File: config.mk
export PLATFORM = sky130hd
export DESIGN_NAME = rau_back
export DESIGN_NICKNAME = d
export VERILOG_FILES = /design/src/rtl/rau_pkg.sv /design/src/rtl/rau_back.sv
export SDC_FILE = /design/constraint.sdc
export NUM_CORES = 2
export LEC_CHECK = 0
export BUFFER_PORTS_ARGS = -buffer_cell sky130_fd_sc_hd__buf_2
export CORE_UTILIZATION = 43
export CTS_BUF_LIST = sky130_fd_sc_hd__clkbuf_2 sky130_fd_sc_hd__clkbuf_4 sky130_fd_sc_hd__clkbuf_8
export CTS_CLUSTER_SIZE = 40
export DETAILED_ROUTE_END_ITERATION = 7
export PLACE_DENSITY = 0.64
export SLEW_MARGIN = 40
export SYNTH_ARGS = -nofsm -noshare
export SYNTH_HDL_FRONTEND = slang
export SYNTH_SLANG_ARGS = --single-unit
File: constraint.sdc
create_clock -name clk -period 9.34 [get_ports clk]
set_input_delay 1.401 -clock clk [delete_from_list [all_inputs] [get_ports clk]]
set_output_delay 1.401 -clock clk [all_outputs]
set_load 0.05 [all_outputs]
File: src/rtl/rau_pkg.sv
`timescale 1ns / 1ps
// Shared types and constants of the rational arithmetic unit.
// No dependencies.
package rau_pkg;

  localparam int WORD_BITS = 32;
  localparam int PW = 2 * WORD_BITS;   // width of products and sums
  localparam int KW = $clog2(PW);      // counter width over PW steps

  localparam logic [1:0] MODE_ADD = 2'd0;
  localparam logic [1:0] MODE_SUB = 2'd1;
  localparam logic [1:0] MODE_MUL = 2'd2;
  localparam logic [1:0] MODE_DIV = 2'd3;

  localparam logic [1:0] ST_OK   = 2'd0;
  localparam logic [1:0] ST_ZERO = 2'd1;
  localparam logic [1:0] ST_OVF  = 2'd2;

  typedef struct packed {
    logic [1:0]         mode;
    logic signed [31:0] a_num;
    logic signed [31:0] a_den;
    logic signed [31:0] b_num;
    logic signed [31:0] b_den;
  } in_t;

  typedef struct packed {
    logic signed [31:0] res_num;
    logic [30:0]        res_den;
    logic [1:0]         status;
  } out_t;

  // one classified item on its way from front to back
  typedef struct packed {
    logic          err;
    logic          zero;
    logic          neg;
    logic [PW-1:0] nmag;
    logic [PW-1:0] dmag;
  } job_t;

endpackage

File: src/rtl/rau_back.sv
`timescale 1ns / 1ps
// Back end: binary GCD, two-lane restoring division, range check, result register.
// Depends on rau_pkg.
module rau_back (
  input  logic          clk,
  input  logic          rst,
  input  logic          q_valid,
  output logic          pop,
  input  rau_pkg::job_t job,
  output logic          out_valid,
  input  logic          out_ready,
  output rau_pkg::out_t out_data
);
  import rau_pkg::*;

  localparam int W = WORD_BITS;
  localparam logic [2:0] S_IDLE = 3'd0;
  localparam logic [2:0] S_GCD  = 3'd1;
  localparam logic [2:0] S_DIV  = 3'd2;
  localparam logic [2:0] S_DONE = 3'd3;
  localparam logic [PW-1:0] LIM = PW'(1) << (W - 1);

  logic [2:0]    state;
  logic          direct;
  logic [1:0]    pre_status;
  logic          neg;
  logic [PW-1:0] x, y, g;
  logic [KW-1:0] k, cnt;
  logic [PW-1:0] qn, qd, rn, rd;
  logic [PW:0]   tn, td;
  logic          ovf;
  logic signed [W-1:0] sval;
  out_t          res;

  assign pop = (state == S_IDLE) && q_valid;
  assign tn  = {rn, qn[PW-1]};
  assign td  = {rd, qd[PW-1]};

  always_comb begin
    ovf  = (qd > LIM - 1) || (qn > (neg ? LIM : LIM - 1));
    sval = neg ? -signed'(qn[W-1:0]) : signed'(qn[W-1:0]);
    res  = '0;
    if (direct) begin
      res.status  = pre_status;
      res.res_den = (pre_status == ST_OK) ? 31'd1 : 31'd0;
    end else if (ovf) begin
      res.status = ST_OVF;
    end else begin
      res.status  = ST_OK;
      res.res_num = 32'(sval);
      res.res_den = 31'(qd);
    end
  end

  always_ff @(posedge clk) begin
    if (rst) begin
      state     <= S_IDLE;
      out_valid <= 1'b0;
    end else begin
      if (state == S_DONE && (!out_valid || out_ready)) begin
        out_valid <= 1'b1;
      end else if (out_valid && out_ready) begin
        out_valid <= 1'b0;
      end
      case (state)
        S_IDLE: begin
          if (q_valid) begin
            state <= (job.err || job.zero) ? S_DONE : S_GCD;
          end
        end
        S_GCD: begin
          if (x == '0 || y == '0) begin
            state <= S_DIV;
          end
        end
        S_DIV: begin
          if (cnt == '0) begin
            state <= S_DONE;
          end
        end
        S_DONE: begin
          if (!out_valid || out_ready) begin
            state <= S_IDLE;
          end
        end
        default: state <= S_IDLE;
      endcase
    end
  end

  always_ff @(posedge clk) begin
    case (state)
      S_IDLE: begin
        direct     <= job.err || job.zero;
        pre_status <= job.err ? ST_ZERO : ST_OK;
        neg        <= job.neg;
        x          <= job.nmag;
        y          <= job.dmag;
        qn         <= job.nmag;
        qd         <= job.dmag;
        k          <= '0;
      end
      S_GCD: begin
        if (x == '0 || y == '0) begin
          g   <= (x | y) << k;
          rn  <= '0;
          rd  <= '0;
          cnt <= KW'(PW - 1);
        end else if (!x[0] && !y[0]) begin
          x <= x >> 1;
          y <= y >> 1;
          k <= k + 1'b1;
        end else if (!x[0]) begin
          x <= x >> 1;
        end else if (!y[0]) begin
          y <= y >> 1;
        end else if (x >= y) begin
          x <= x - y;
        end else begin
          y <= y - x;
        end
      end
      S_DIV: begin
        // dividend bits shift out of the top while quotient bits enter below
        cnt <= cnt - 1'b1;
        if (tn >= {1'b0, g}) begin
          rn <= PW'(tn - {1'b0, g});
          qn <= {qn[PW-2:0], 1'b1};
        end else begin
          rn <= tn[PW-1:0];
          qn <= {qn[PW-2:0], 1'b0};
        end
        if (td >= {1'b0, g}) begin
          rd <= PW'(td - {1'b0, g});
          qd <= {qd[PW-2:0], 1'b1};
        end else begin
          rd <= td[PW-1:0];
          qd <= {qd[PW-2:0], 1'b0};
        end
      end
      S_DONE: begin
        if (!out_valid || out_ready) begin
          out_data <= res;
        end
      end
      default: ;
    endcase
  end

endmodule

==> flow_summary.toml <==
[logic_synthesis]
yosysTopAreaCell = "edfxtp_1"
synth_cells = 4807
syn_nets = 5308
netlist.area_leader.share = 0.354
synth_area_per_cell_sq_um = 9.33
ys_top_cells_by_area = "edfxtp_1 (35%), ha_1 (10%), a21oi_1 (5.5%), nor2_1 (4.4%), mux2_2 (4.2%)"
ys_warn_count = 0
synthArstFlopShare = 0
synthFlopType = "edfxtp_1"
ys_ff_latch = 531
ys_types = 104
synth_area_sq_mm = 0.0448
ys_seq_area_frac = 0.355
synth_edf_count = 528

[floorplan]
die_x_um = 325
initial_utilization = 0.433
ios = 202
rows = 118
die_area_sq_mm = 0.106
design.core.area_sq_mm = 0.103
die_y_um = 325

[clock_tree]
clkTransAtPathRegs_ns = 0.06
postCtsSetupBuffers = 0
clock-sinks = 531
post_cts_resized = 0
cts_max_path_buffers = 3
htree_num_levels = 3
hold_buffers = 0
cts_tree = "built"
clock_latency_ns = 0.82
cts_root_buf = "clkbuf_8"
numCtsBuffers = 96

[layout]
drive_above_1_share = 0.145
fill_cells = 9947
final_common_cell = "edfxtp_1"
finalNetCount = 5411
layout_common_cells = "edfxtp_1 (528), nor2_1 (525), a21oi_1 (491)"
syn_to_final_growth_pct = 9.46

[sta]
hold_violations = 0
rsz0062_at_grt = "no"
fin_crit_sh = 0.571
finalCriticalPeriod_ns = 5.33
finalSetupTns_ns = 0
setup_viol = 0
finClkSkew_ns = 0.0830
timing.fmax_mhz = 187
relSlewSlack = 0.381
slew_viol_final = 0
worstMarginPinSlew_ns = 0.921

[critical_path]
cp_max_fo = 35
critPathLaunchType = "flop"
cp_num_buf_inv = 4
worstPathCellList = "inv_1 -> ha_1 -> nor4_1 -> nand2_1 -> nor2_1 -> nand3_1 -> o211ai_2 -> o211ai_2 -> a211oi_2 -> or2_1 -> buf_4 -> inv_1 -> o31a_4 -> buf_4"
crit_arrival_ns = 5.79
crit_family = "buffers and inverters"
crit_slowest_cell = "nor4_1"
worstPathRequired_ns = 9.79
max_stage_delay_ns = 0.67
criticalPathCategory = "reg2reg"
crit_path_end_kind = "flop"

[route]
drt_iter0_drc = 3698
wl_per_cell_um = 24.2
drc = 0
drtPass1Iterations = 5
postRouteAntennaNets = 0
drt-vias-per-instance = 6.07
num_vias = 38655
wirelength_um = 154000

[global_routing]
grt_pass1_vias = 36722
grt_first_pass_wirelength_um = 231000
gr-total-overflow = 0
grt_max_degree = 92
antenna_found_initial = 6
track_usage = 0.283

[placement]
hpwl_um = 120000
port_buffers = 201
gp_congestion = 1.00

[job]
maxCapViolations = 0

[status]
status = "finished, final reports clean"

[hold_path]
hold_path.class = "reg2reg"
metal layers:
metal,global-route usage,wire [um],part of all wire,vias to the layer above
li1,-,-,-,17933
met1,0.395,67800,0.44,18808
met2,0.452,69900,0.45,1638
met3,0.0396,11300,0.073,276
met4,0.0904,5020,0.033,0
met5,0,0,0,-
state kept, by name, summed over array words and instances, names as in the netlist:
register    cells
out_data       65
g              64
qd             64
qn             64
rd             64
rn             64
x              64
y              64
cnt             6
k               6
state           2
direct          1
neg             1
out_valid       1
pre_status      1
cell usage after synthesis, types with 9 or more instances:
| cell type | instances |
|---|---|
| o31a_1 | 19 |
| or2_2 | 23 |
| edfxtp_1 | 528 |
| buf_4 | 10 |
| nor4_1 | 90 |
| nand2_1 | 239 |
| buf_1 | 15 |
| o21ai_0 | 250 |
| inv_1 | 321 |
| nor2b_1 | 38 |
| o22ai_1 | 30 |
| and3_1 | 27 |
| a21o_1 | 110 |
| a31oi_1 | 30 |
| a22oi_1 | 56 |
| o31ai_1 | 51 |
| ha_1 | 362 |
| a21oi_2 | 9 |
| mux2_2 | 169 |
| nand2b_1 | 23 |
| buf_2 | 33 |
| a21boi_0 | 13 |
| and2_1 | 57 |
| nand4_1 | 60 |
| a221oi_1 | 17 |
| nor3_1 | 80 |
| a21oi_1 | 492 |
| and4_1 | 12 |
| o21a_1 | 32 |
| clkbuf_1 | 171 |
| buf_6 | 19 |
| mux2i_1 | 159 |
| xnor2_1 | 185 |
| nand3_1 | 74 |
| o21bai_1 | 83 |
| o211ai_1 | 21 |
| or3_1 | 19 |
| a211oi_1 | 51 |
| mux4_2 | 49 |
| o221ai_1 | 11 |
| xor2_1 | 80 |
| nor2_1 | 527 |
path summary, 6_finish.rpt:
path                            startpoint      endpoint  cells past startpoint  slack (ns)
worst max-delay path                 x[15]         y[51]                     14        4.01
worst min-delay path                qd[24]  out_data[26]                      1        0.54
worst max register to register       x[15]         y[51]                     14        4.01
worst min register to register      qd[24]  out_data[26]                      1        0.54
worst register-to-register path: cells and delay by family (launching register included):
family | cells | cell delay [ns]
buffers and inverters | 4 | 1.37
adder cells (fa/ha/maj) | 1 | 0.51
AO/OA/AOI/OAI | 4 | 1.34
AND/OR/NAND/NOR | 5 | 1.33
flip-flops | 1 | 0.42
stage by stage:
| step | hold slack, ns | instances | instance area, sq um | setup slack (ns) | util |
|---|---|---|---|---|---|
| after global routing | 0.571 | 6371 | 49100 | 3.80 | 0.474 |
| after CTS | 0.549 | 6368 | 49000 | 4.08 | 0.474 |
| after global placement | 0.531 | 6185 | 46900 | 3.94 | 0.453 |
| final | 0.545 | 6371 | 49100 | 4.01 | 0.474 |
| after detailed placement | 0.538 | 6191 | 47100 | 4.13 | 0.455 |
| after floorplan | 0.474 | 4807 | 44800 | 1.53 | - |
area by class of cell:
class	instances	area [sq um]	area share
Clock buffer	129	1580	0.0321
Inverter	331	1240	0.0254
Sequential cell	531	15900	0.324
Multi-Input combinational cell	3697	26700	0.545
Tap cell	1380	1730	0.0352
Antenna cell	2	5.00	0.000102
Timing Repair Buffer	253	1500	0.0306
Clock inverter	48	379	0.00773
logic make-up (layout without fill, tap and decap cells):
logic type      count (synthesis)  after routing  share of synthesized area
buf+inv                       579            761                     0.0534
simple gates                 1304           1304                      0.137
xor+xnor                      266            266                     0.0521
fa+ha+maj                     366            366                      0.103
compound gates               1384           1384                      0.197
flops                         531            531                      0.355
mux                           377            377                      0.103
other cells                     0              2                          0
Power is not shown: default switching activity piles up to over one toggle a cycle in this logic, so the estimate is an artifact.
