--- config.mk ---
export PLATFORM = sky130hd
export DESIGN_NAME = rau_queue
export DESIGN_NICKNAME = d
export VERILOG_FILES = /design/src/rtl/rau_pkg.sv /design/src/rtl/rau_queue.sv
export SDC_FILE = /design/constraint.sdc
export NUM_CORES = 1
export LEC_CHECK = 0
export ABC_CLOCK_PERIOD_IN_PS = 8830
export BUFFER_PORTS_ARGS = -buffer_cell sky130_fd_sc_hd__buf_2
export CAP_MARGIN = 10
export CORE_ASPECT_RATIO = 0.7
export CORE_UTILIZATION = 52
export CTS_BUF_LIST = sky130_fd_sc_hd__clkbuf_4 sky130_fd_sc_hd__clkbuf_8 sky130_fd_sc_hd__clkbuf_16
export CTS_CLUSTER_DIAMETER = 150
export DETAILED_ROUTE_END_ITERATION = 12
export GPL_ROUTABILITY_DRIVEN = 0
export PLACE_DENSITY = 0.79
export REMOVE_ABC_BUFFERS = 1
export SLEW_MARGIN = 20
export SYNTH_ARGS = -nofsm -noshare
export SYNTH_HDL_FRONTEND = slang
export SYNTH_SLANG_ARGS = --single-unit
--- constraint.sdc ---
create_clock -name clk -period 8.83 [get_ports clk]
set_input_delay 1.3245 -clock clk [delete_from_list [all_inputs] [get_ports clk]]
set_output_delay 1.3245 -clock clk [all_outputs]
set_load 0.05 [all_outputs]
--- src/rtl/rau_pkg.sv ---
`timescale 1ns / 1ps
// Shared types and constants of the rational arithmetic unit.
// No dependencies.
package rau_pkg;

  localparam int WORD_BITS = 32;
  localparam int PW = 2 * WORD_BITS;   // width of products and sums
  localparam int KW = $clog2(PW);      // counter width over PW steps

  localparam logic [1:0] MODE_ADD = 2'd0;
  localparam logic [1:0] MODE_SUB = 2'd1;
  localparam logic [1:0] MODE_MUL = 2'd2;
  localparam logic [1:0] MODE_DIV = 2'd3;

  localparam logic [1:0] ST_OK   = 2'd0;
  localparam logic [1:0] ST_ZERO = 2'd1;
  localparam logic [1:0] ST_OVF  = 2'd2;

  typedef struct packed {
    logic [1:0]         mode;
    logic signed [31:0] a_num;
    logic signed [31:0] a_den;
    logic signed [31:0] b_num;
    logic signed [31:0] b_den;
  } in_t;

  typedef struct packed {
    logic signed [31:0] res_num;
    logic [30:0]        res_den;
    logic [1:0]         status;
  } out_t;

  // one classified item on its way from front to back
  typedef struct packed {
    logic          err;
    logic          zero;
    logic          neg;
    logic [PW-1:0] nmag;
    logic [PW-1:0] dmag;
  } job_t;

endpackage

--- src/rtl/rau_queue.sv ---
`timescale 1ns / 1ps
// Two-entry queue between front and back end.
// Depends on rau_pkg.
module rau_queue (
  input  logic          clk,
  input  logic          rst,
  input  logic          push,
  input  rau_pkg::job_t wr_job,
  output logic          wr_ready,
  output logic          rd_valid,
  input  logic          pop,
  output rau_pkg::job_t rd_job
);
  import rau_pkg::*;

  job_t       slot [2];
  logic       wr_ptr, rd_ptr;
  logic [1:0] count;

  assign wr_ready = (count != 2'd2);
  assign rd_valid = (count != 2'd0);
  assign rd_job   = slot[rd_ptr];

  always_ff @(posedge clk) begin
    if (rst) begin
      wr_ptr <= 1'b0;
      rd_ptr <= 1'b0;
      count  <= 2'd0;
    end else begin
      if (push) begin
        wr_ptr <= !wr_ptr;
      end
      if (pop) begin
        rd_ptr <= !rd_ptr;
      end
      count <= count + 2'(push) - 2'(pop);
    end
  end

  always_ff @(posedge clk) begin
    if (push) begin
      slot[wr_ptr] <= wr_job;
    end
  end

endmodule

==> results of run 1 <==
critical path, cell delays in order, from the launching register on:
cell	delay, ns
dfxtp_4	0.52
buf_4	0.80
mux2_2	0.41
buf_2	0.21
stage by stage:
stage	std cells	utilization	setup slack, ns	instance area, µm²	total power [W]
after floorplan	414	-	1.19	9900	0.00198
after global placement	928	0.613	5.05	11600	0.00207
after detailed placement	928	0.613	4.95	11600	0.00208
after CTS	973	0.655	4.97	12400	0.00314
after global routing	975	0.656	4.86	12400	0.00321
final	975	0.656	4.99	12400	0.00311
cell type report:
type,instances,share of cell area
sequential,267,0.643
timing repair buffer,272,0.111
tap,242,0.0244
multi-input combinational,145,0.156
clock inverter,15,0.0120
clock buffer,30,0.0535
antenna,2,0.000403
inverter,2,0.000605
metal layers:
layer / track usage / vias up / wire (µm)
met5: 0 / - / 23
met4: 0.0386 / 4 / 340
met3: 0.0620 / 38 / 1730
met2: 0.295 / 243 / 8540
met1: 0.242 / 2482 / 8040
li1: - / 2271 / -
worst max path at each step:
stage	startpoint	end	slack [ns]	cells past startpoint
2_1_floorplan	push	slot[0][0]	1.19	1
3_3_place_gp	push	slot[0][14]	5.05	4
3_5_place_dp	push	slot[0][27]	4.95	4
4_1_cts	register	rd_job[29]	4.97	3
5_1_grt	register	rd_job[3]	4.86	3
6_report	register	rd_job[3]	4.99	3
report_power, final:
part / switching, W / internal, W
Sequential: 0.0000237 / 0.00148
Combinational: 0.000378 / 0.000171
Clock: 0.000438 / 0.000623
kinds of logic after synthesis:
kind of cell               count (synthesis)  share of synthesized area
xor gates and xnor gates                   3                    0.00399
DFF                                      267                      0.793
adders and majority gates                  2                    0.00249
buffers and inverters                     17                     0.0154
and+or+nand+nor                            9                    0.00436
muxes                                    131                      0.180
sequential cells by signal, indices dropped and copies added, names as in the netlist, named ones only:
signal,cells
rd_ptr,1
slot,262
wr_ptr,1
count,2
cells in the final DEF, fill, tap and decap left out, drive strengths merged:
cell,count
nor2b,2
nand2,1
dfxtp,5
clkinvlp,1
bufinv,3
buf,272
diode,2
inv,2
xnor2,2
clkbuf,30
edfxtp,262
xnor3,1
clkinv,11
mux2,131
nor2,4
ha,2
or2,1
and2,1
==> reports/metrics.csv, run 1 <==
metric,value,unit
power_density,251,nW/µm²
insertion_delay,0.50,ns
vias_per_cell,5.17,
ant_nets,0,
critical_path.max_fanout,59,
vdd_drop_max,191,µV
multi_input_area,1930,µm²
synthTopCellsByCount,"262 x edfxtp_1, 90 x mux2_4, 41 x mux2_2, 10 x buf_6, 5 x dfxtp_1",
grt_pass1_wl,27.8,mm
root_buffer,clkbuf_16,
r2r-end,slot[0][29],
drc,0,
max_freq,0.260,GHz
area_growth,23.5,%
setup-tns-final,0,ns
h-tree-depth,1,
io_pins,268,
rr_worst_depth,3,
synth.top_cell.area_share,0.783,
drt-total-wl,18.7,mm
grt_pass1_vias,5109,
clk_pin_slew,0.06,ns
row_count,42,
critPathKind,register to output pin,
yosysMostFrequentCell,edfxtp_1,
seq_area,7970,µm²
drtPass1Iterations,6,
core-area,18900,µm²
period_share,0.435,
worstHoldPathCells,2,
synth-seq-cells,267,
cts_made_buffers,25,
synth-edff-count,262,
rsz0062_at_grt,no,
min_period,3.84,ns
overflow,0,
required,7.51,ns
cts-hold-fix-buffers,0,
yosysTopAreaCell,edfxtp_1,
r2r-start,wr_ptr,
cap_violations,0,
grt_max_degree,71,
status,finished clean,
worst_setup_path_end_kind,output pin,
p_leak,4.88,nW
antenna_found_initial,4,
clock_skew,0.00434,ns
dp.final_hpwl,12.2,mm
dieArea,19900,µm²
die_w,168,µm
cts.sinks,267,
async_flop_share,0,
vias,5038,
seq_area_frac_synth,0.793,
globalRouteTotalUtil,0.183,
r2r_slack,6.08,ns
die_y,118,µm
hp-class,register to register,
wl_per_cell,19.2,µm
cts_setup_buffers,0,
clk_path_buf_depth,3,
tightest_slew,0.979,ns
arrival,2.52,ns
port_buffers,267,
drive_gt1_frac,0.614,
syn_inst,429,
hold_violations,0,
startpoint_type,register,
ys.flop_type,edfxtp_1,
synthesis.area,10000,µm²
cts_tree,built,
drt_iter0_markers,369,
layout.nets,850,
nFillCells,1279,
setup_viol,0,
relSlewSlack,0.348,
yosys_warnings,0,
drv_slew,0,
syn_area_per_cell,23.4,µm²
hold_slack,0.532,ns
synth_area_leaders,"edfxtp_1 78%, mux2_4 13%, mux2_2 4.6%",
post_cts_resized,0,
initial_utilization,0.531,
hold_path_startpoint,rd_ptr,
synthDistinctLibCells,16,
Note: power is estimated with default switching activity, not from simulation.
==> run 2: changes to the inputs <==
--- a/config.mk
+++ b/config.mk
@@ -5,7 +5,7 @@
 export SDC_FILE = /design/constraint.sdc
 export NUM_CORES = 1
 export LEC_CHECK = 0
-export ABC_CLOCK_PERIOD_IN_PS = 8830
+export ABC_CLOCK_PERIOD_IN_PS = 3600
 export BUFFER_PORTS_ARGS = -buffer_cell sky130_fd_sc_hd__buf_2
 export CAP_MARGIN = 10
 export CORE_ASPECT_RATIO = 0.7
==> constraint.sdc (replaced) <==
create_clock -name clk -period 3.6 [get_ports clk]
set_input_delay 0.54 -clock clk [delete_from_list [all_inputs] [get_ports clk]]
set_output_delay 0.54 -clock clk [all_outputs]
set_load 0.05 [all_outputs]
==> reports/metrics.csv, run 2 (synthesis results as in run 1) <==
metric,value,unit,change
min_period,2.80,ns,
root_buffer,clkbuf_16,,
grt_pass1_vias,5177,,+1.3%
place_ws,1.32,ns,-3.63 ns
rsz0062_at_grt,no,,
cts_made_buffers,25,,unchanged
drive_gt1_frac,0.616,,+0.00189
hp-class,input pin to register,,
core-area,18900,µm²,unchanged
internal_power,0.00558,W,+150%
pwr-share-comb,0.176,,about the same
insertion_delay,0.50,ns,about the same
max_stage_delay,0.74,ns,-0.06 ns
final_area,12500,µm²,+0.53%
fin_util,0.659,,+0.00350
area_growth,24.2,%,
cts-hold-fix-buffers,0,,unchanged
clk_path_buf_depth,3,,unchanged
hold_violations,0,,unchanged
path_cells,buf_4 -> mux2_2 -> buf_2,,
clk_pin_slew,0.06,ns,about the same
critPathKind,register to output pin,,
period_share,0.777,,
final_cell_mix,"267 x buf_2, 262 x edfxtp_1, 90 x mux2_4",,
post_cts_resized,0,,unchanged
cts_tree,built,,
globalRouteTotalUtil,0.181,,-0.00138
dp.final_hpwl,12.0,mm,-1.2%
vias_per_cell,5.04,,-2.4%
grt_pass1_wl,27.7,mm,-0.27%
critical_path.max_fanout,34,,-42%
max_freq,0.358,GHz,
cp.buffers_inverters,2,,unchanged
tightest_slew,0.836,ns,-0.142 ns
drtPass1Iterations,4,,-2
vias,4920,,-2.3%
grt_max_degree,132,,+86%
drt_iter0_markers,280,,-24%
antenna_found_initial,3,,-1
required,3.06,ns,-4.45 ns
wl_per_cell,18.9,µm,-1.3%
cts.sinks,267,,unchanged
setup_ws,0.803,ns,-4.19 ns
cts_setup_buffers,0,,unchanged
status,finished clean,,
drc,0,,unchanged
startpoint_type,register,,
largest_reg_flops,262,,unchanged
io_pins,268,,unchanged
dieArea,19900,µm²,unchanged
reg_top3,"slot x262, count x2",,
seqPwrFrac,0.485,,+0.002
initial_utilization,0.531,,unchanged
crit_family,flip-flops,,
cp_slowest_cell,dfxtp_4,,
relSlewSlack,0.442,,+0.0948
largest-register,slot,,
power_density,612,nW/µm²,+140%
setup_viol,0,,unchanged
die_y,118,µm,unchanged
layout.nets,851,,+0.12%
finalPower,0.00763,W,+140%
vdd_drop_max,461,µV,+140%
ant_nets,0,,unchanged
hold_slack,0.219,ns,-0.313 ns
p_sw_frac,0.268,,-0.00134
cap_violations,0,,unchanged
power_frac_clock,0.339,,-0.002
drt-total-wl,18.4,mm,-1.2%
die_w,168,µm,unchanged
dpl_cell_area,11600,µm²,+0.50%
row_count,42,,unchanged
clock_skew,0.00490,ns,+0.000568 ns
drv_slew,0,,unchanged
h-tree-depth,1,,unchanged
final_common_cell,buf_2,,
port_buffers,267,,unchanged
p_leak,4.89,nW,+0.13%
arrival,2.26,ns,-0.26 ns
worst_setup_path_end_kind,output pin,,
p_switching,0.00205,W,+140%
overflow,0,,unchanged
run 2: cell count changes in the layout (fill, tap and decap cells not counted):
cell        before  now
buf_12           0    4
clkinvlp_4       1    5
buf_4            5    2
clkinv_2         8    6
clkbuf_4         5    4
clkinv_1         3    2
run 2: worst register-to-register path: cells and delay by family, from the launching register on:
family,cells,cell delay (ns)
DFF,1,0.41
and+or+nand+nor,1,0.42
buffers and inverters,1,0.52
run 2: metrics by stage:
| step | TNS [ns] | cells |
|---|---|---|
| after CTS | 0 | 974 |
| after global placement | 0 | 929 |
| after floorplan | -754.57 | 414 |
| after global routing | 0 | 974 |
| final | 0 | 976 |
| after detailed placement | 0 | 929 |
run 2: final timing paths:
kind	start	depth (start not counted)	to	slack (ns)
setup / recovery	register	3	rd_job[20]	0.80
hold / removal	wr_job[118]	1	slot[0][118]	0.22
setup reg to reg	wr_ptr	2	slot[1][47]	1.86
hold reg to reg	rd_ptr	2	register	0.52
run 2: cell type report:
cell class,count,area [µm²]
multi-input cells,145,1930
fillers,1271,6450
flip-flops and latches,267,7970
clock inverters,16,165
inverters,2,7.51
repair buffers,273,1430
well taps,242,303
diodes,2,5.00
clock buffers,29,656
run 2: per-layer routing:
metal | up-vias | wire (µm) | global-route usage | part of all wire
li1 | 2274 | - | - | -
met1 | 2397 | 7330 | 0.225 | 0.40
met2 | 224 | 8840 | 0.299 | 0.48
met3 | 23 | 1990 | 0.0747 | 0.11
met4 | 2 | 277 | 0.0381 | 0.015
met5 | - | 13 | 0 | 0.00070
run 2: power by group through the flow:
stage / clock network, W / registers, W / logic, W
2_1_floorplan: 0 / 0.00381 / 0.00103
3_3_place_gp: 0 / 0.00375 / 0.00132
3_5_place_dp: 0 / 0.00377 / 0.00135
4_1_cts: 0.00266 / 0.00370 / 0.00135
5_1_grt: 0.00276 / 0.00371 / 0.00140
6_report: 0.00258 / 0.00370 / 0.00134
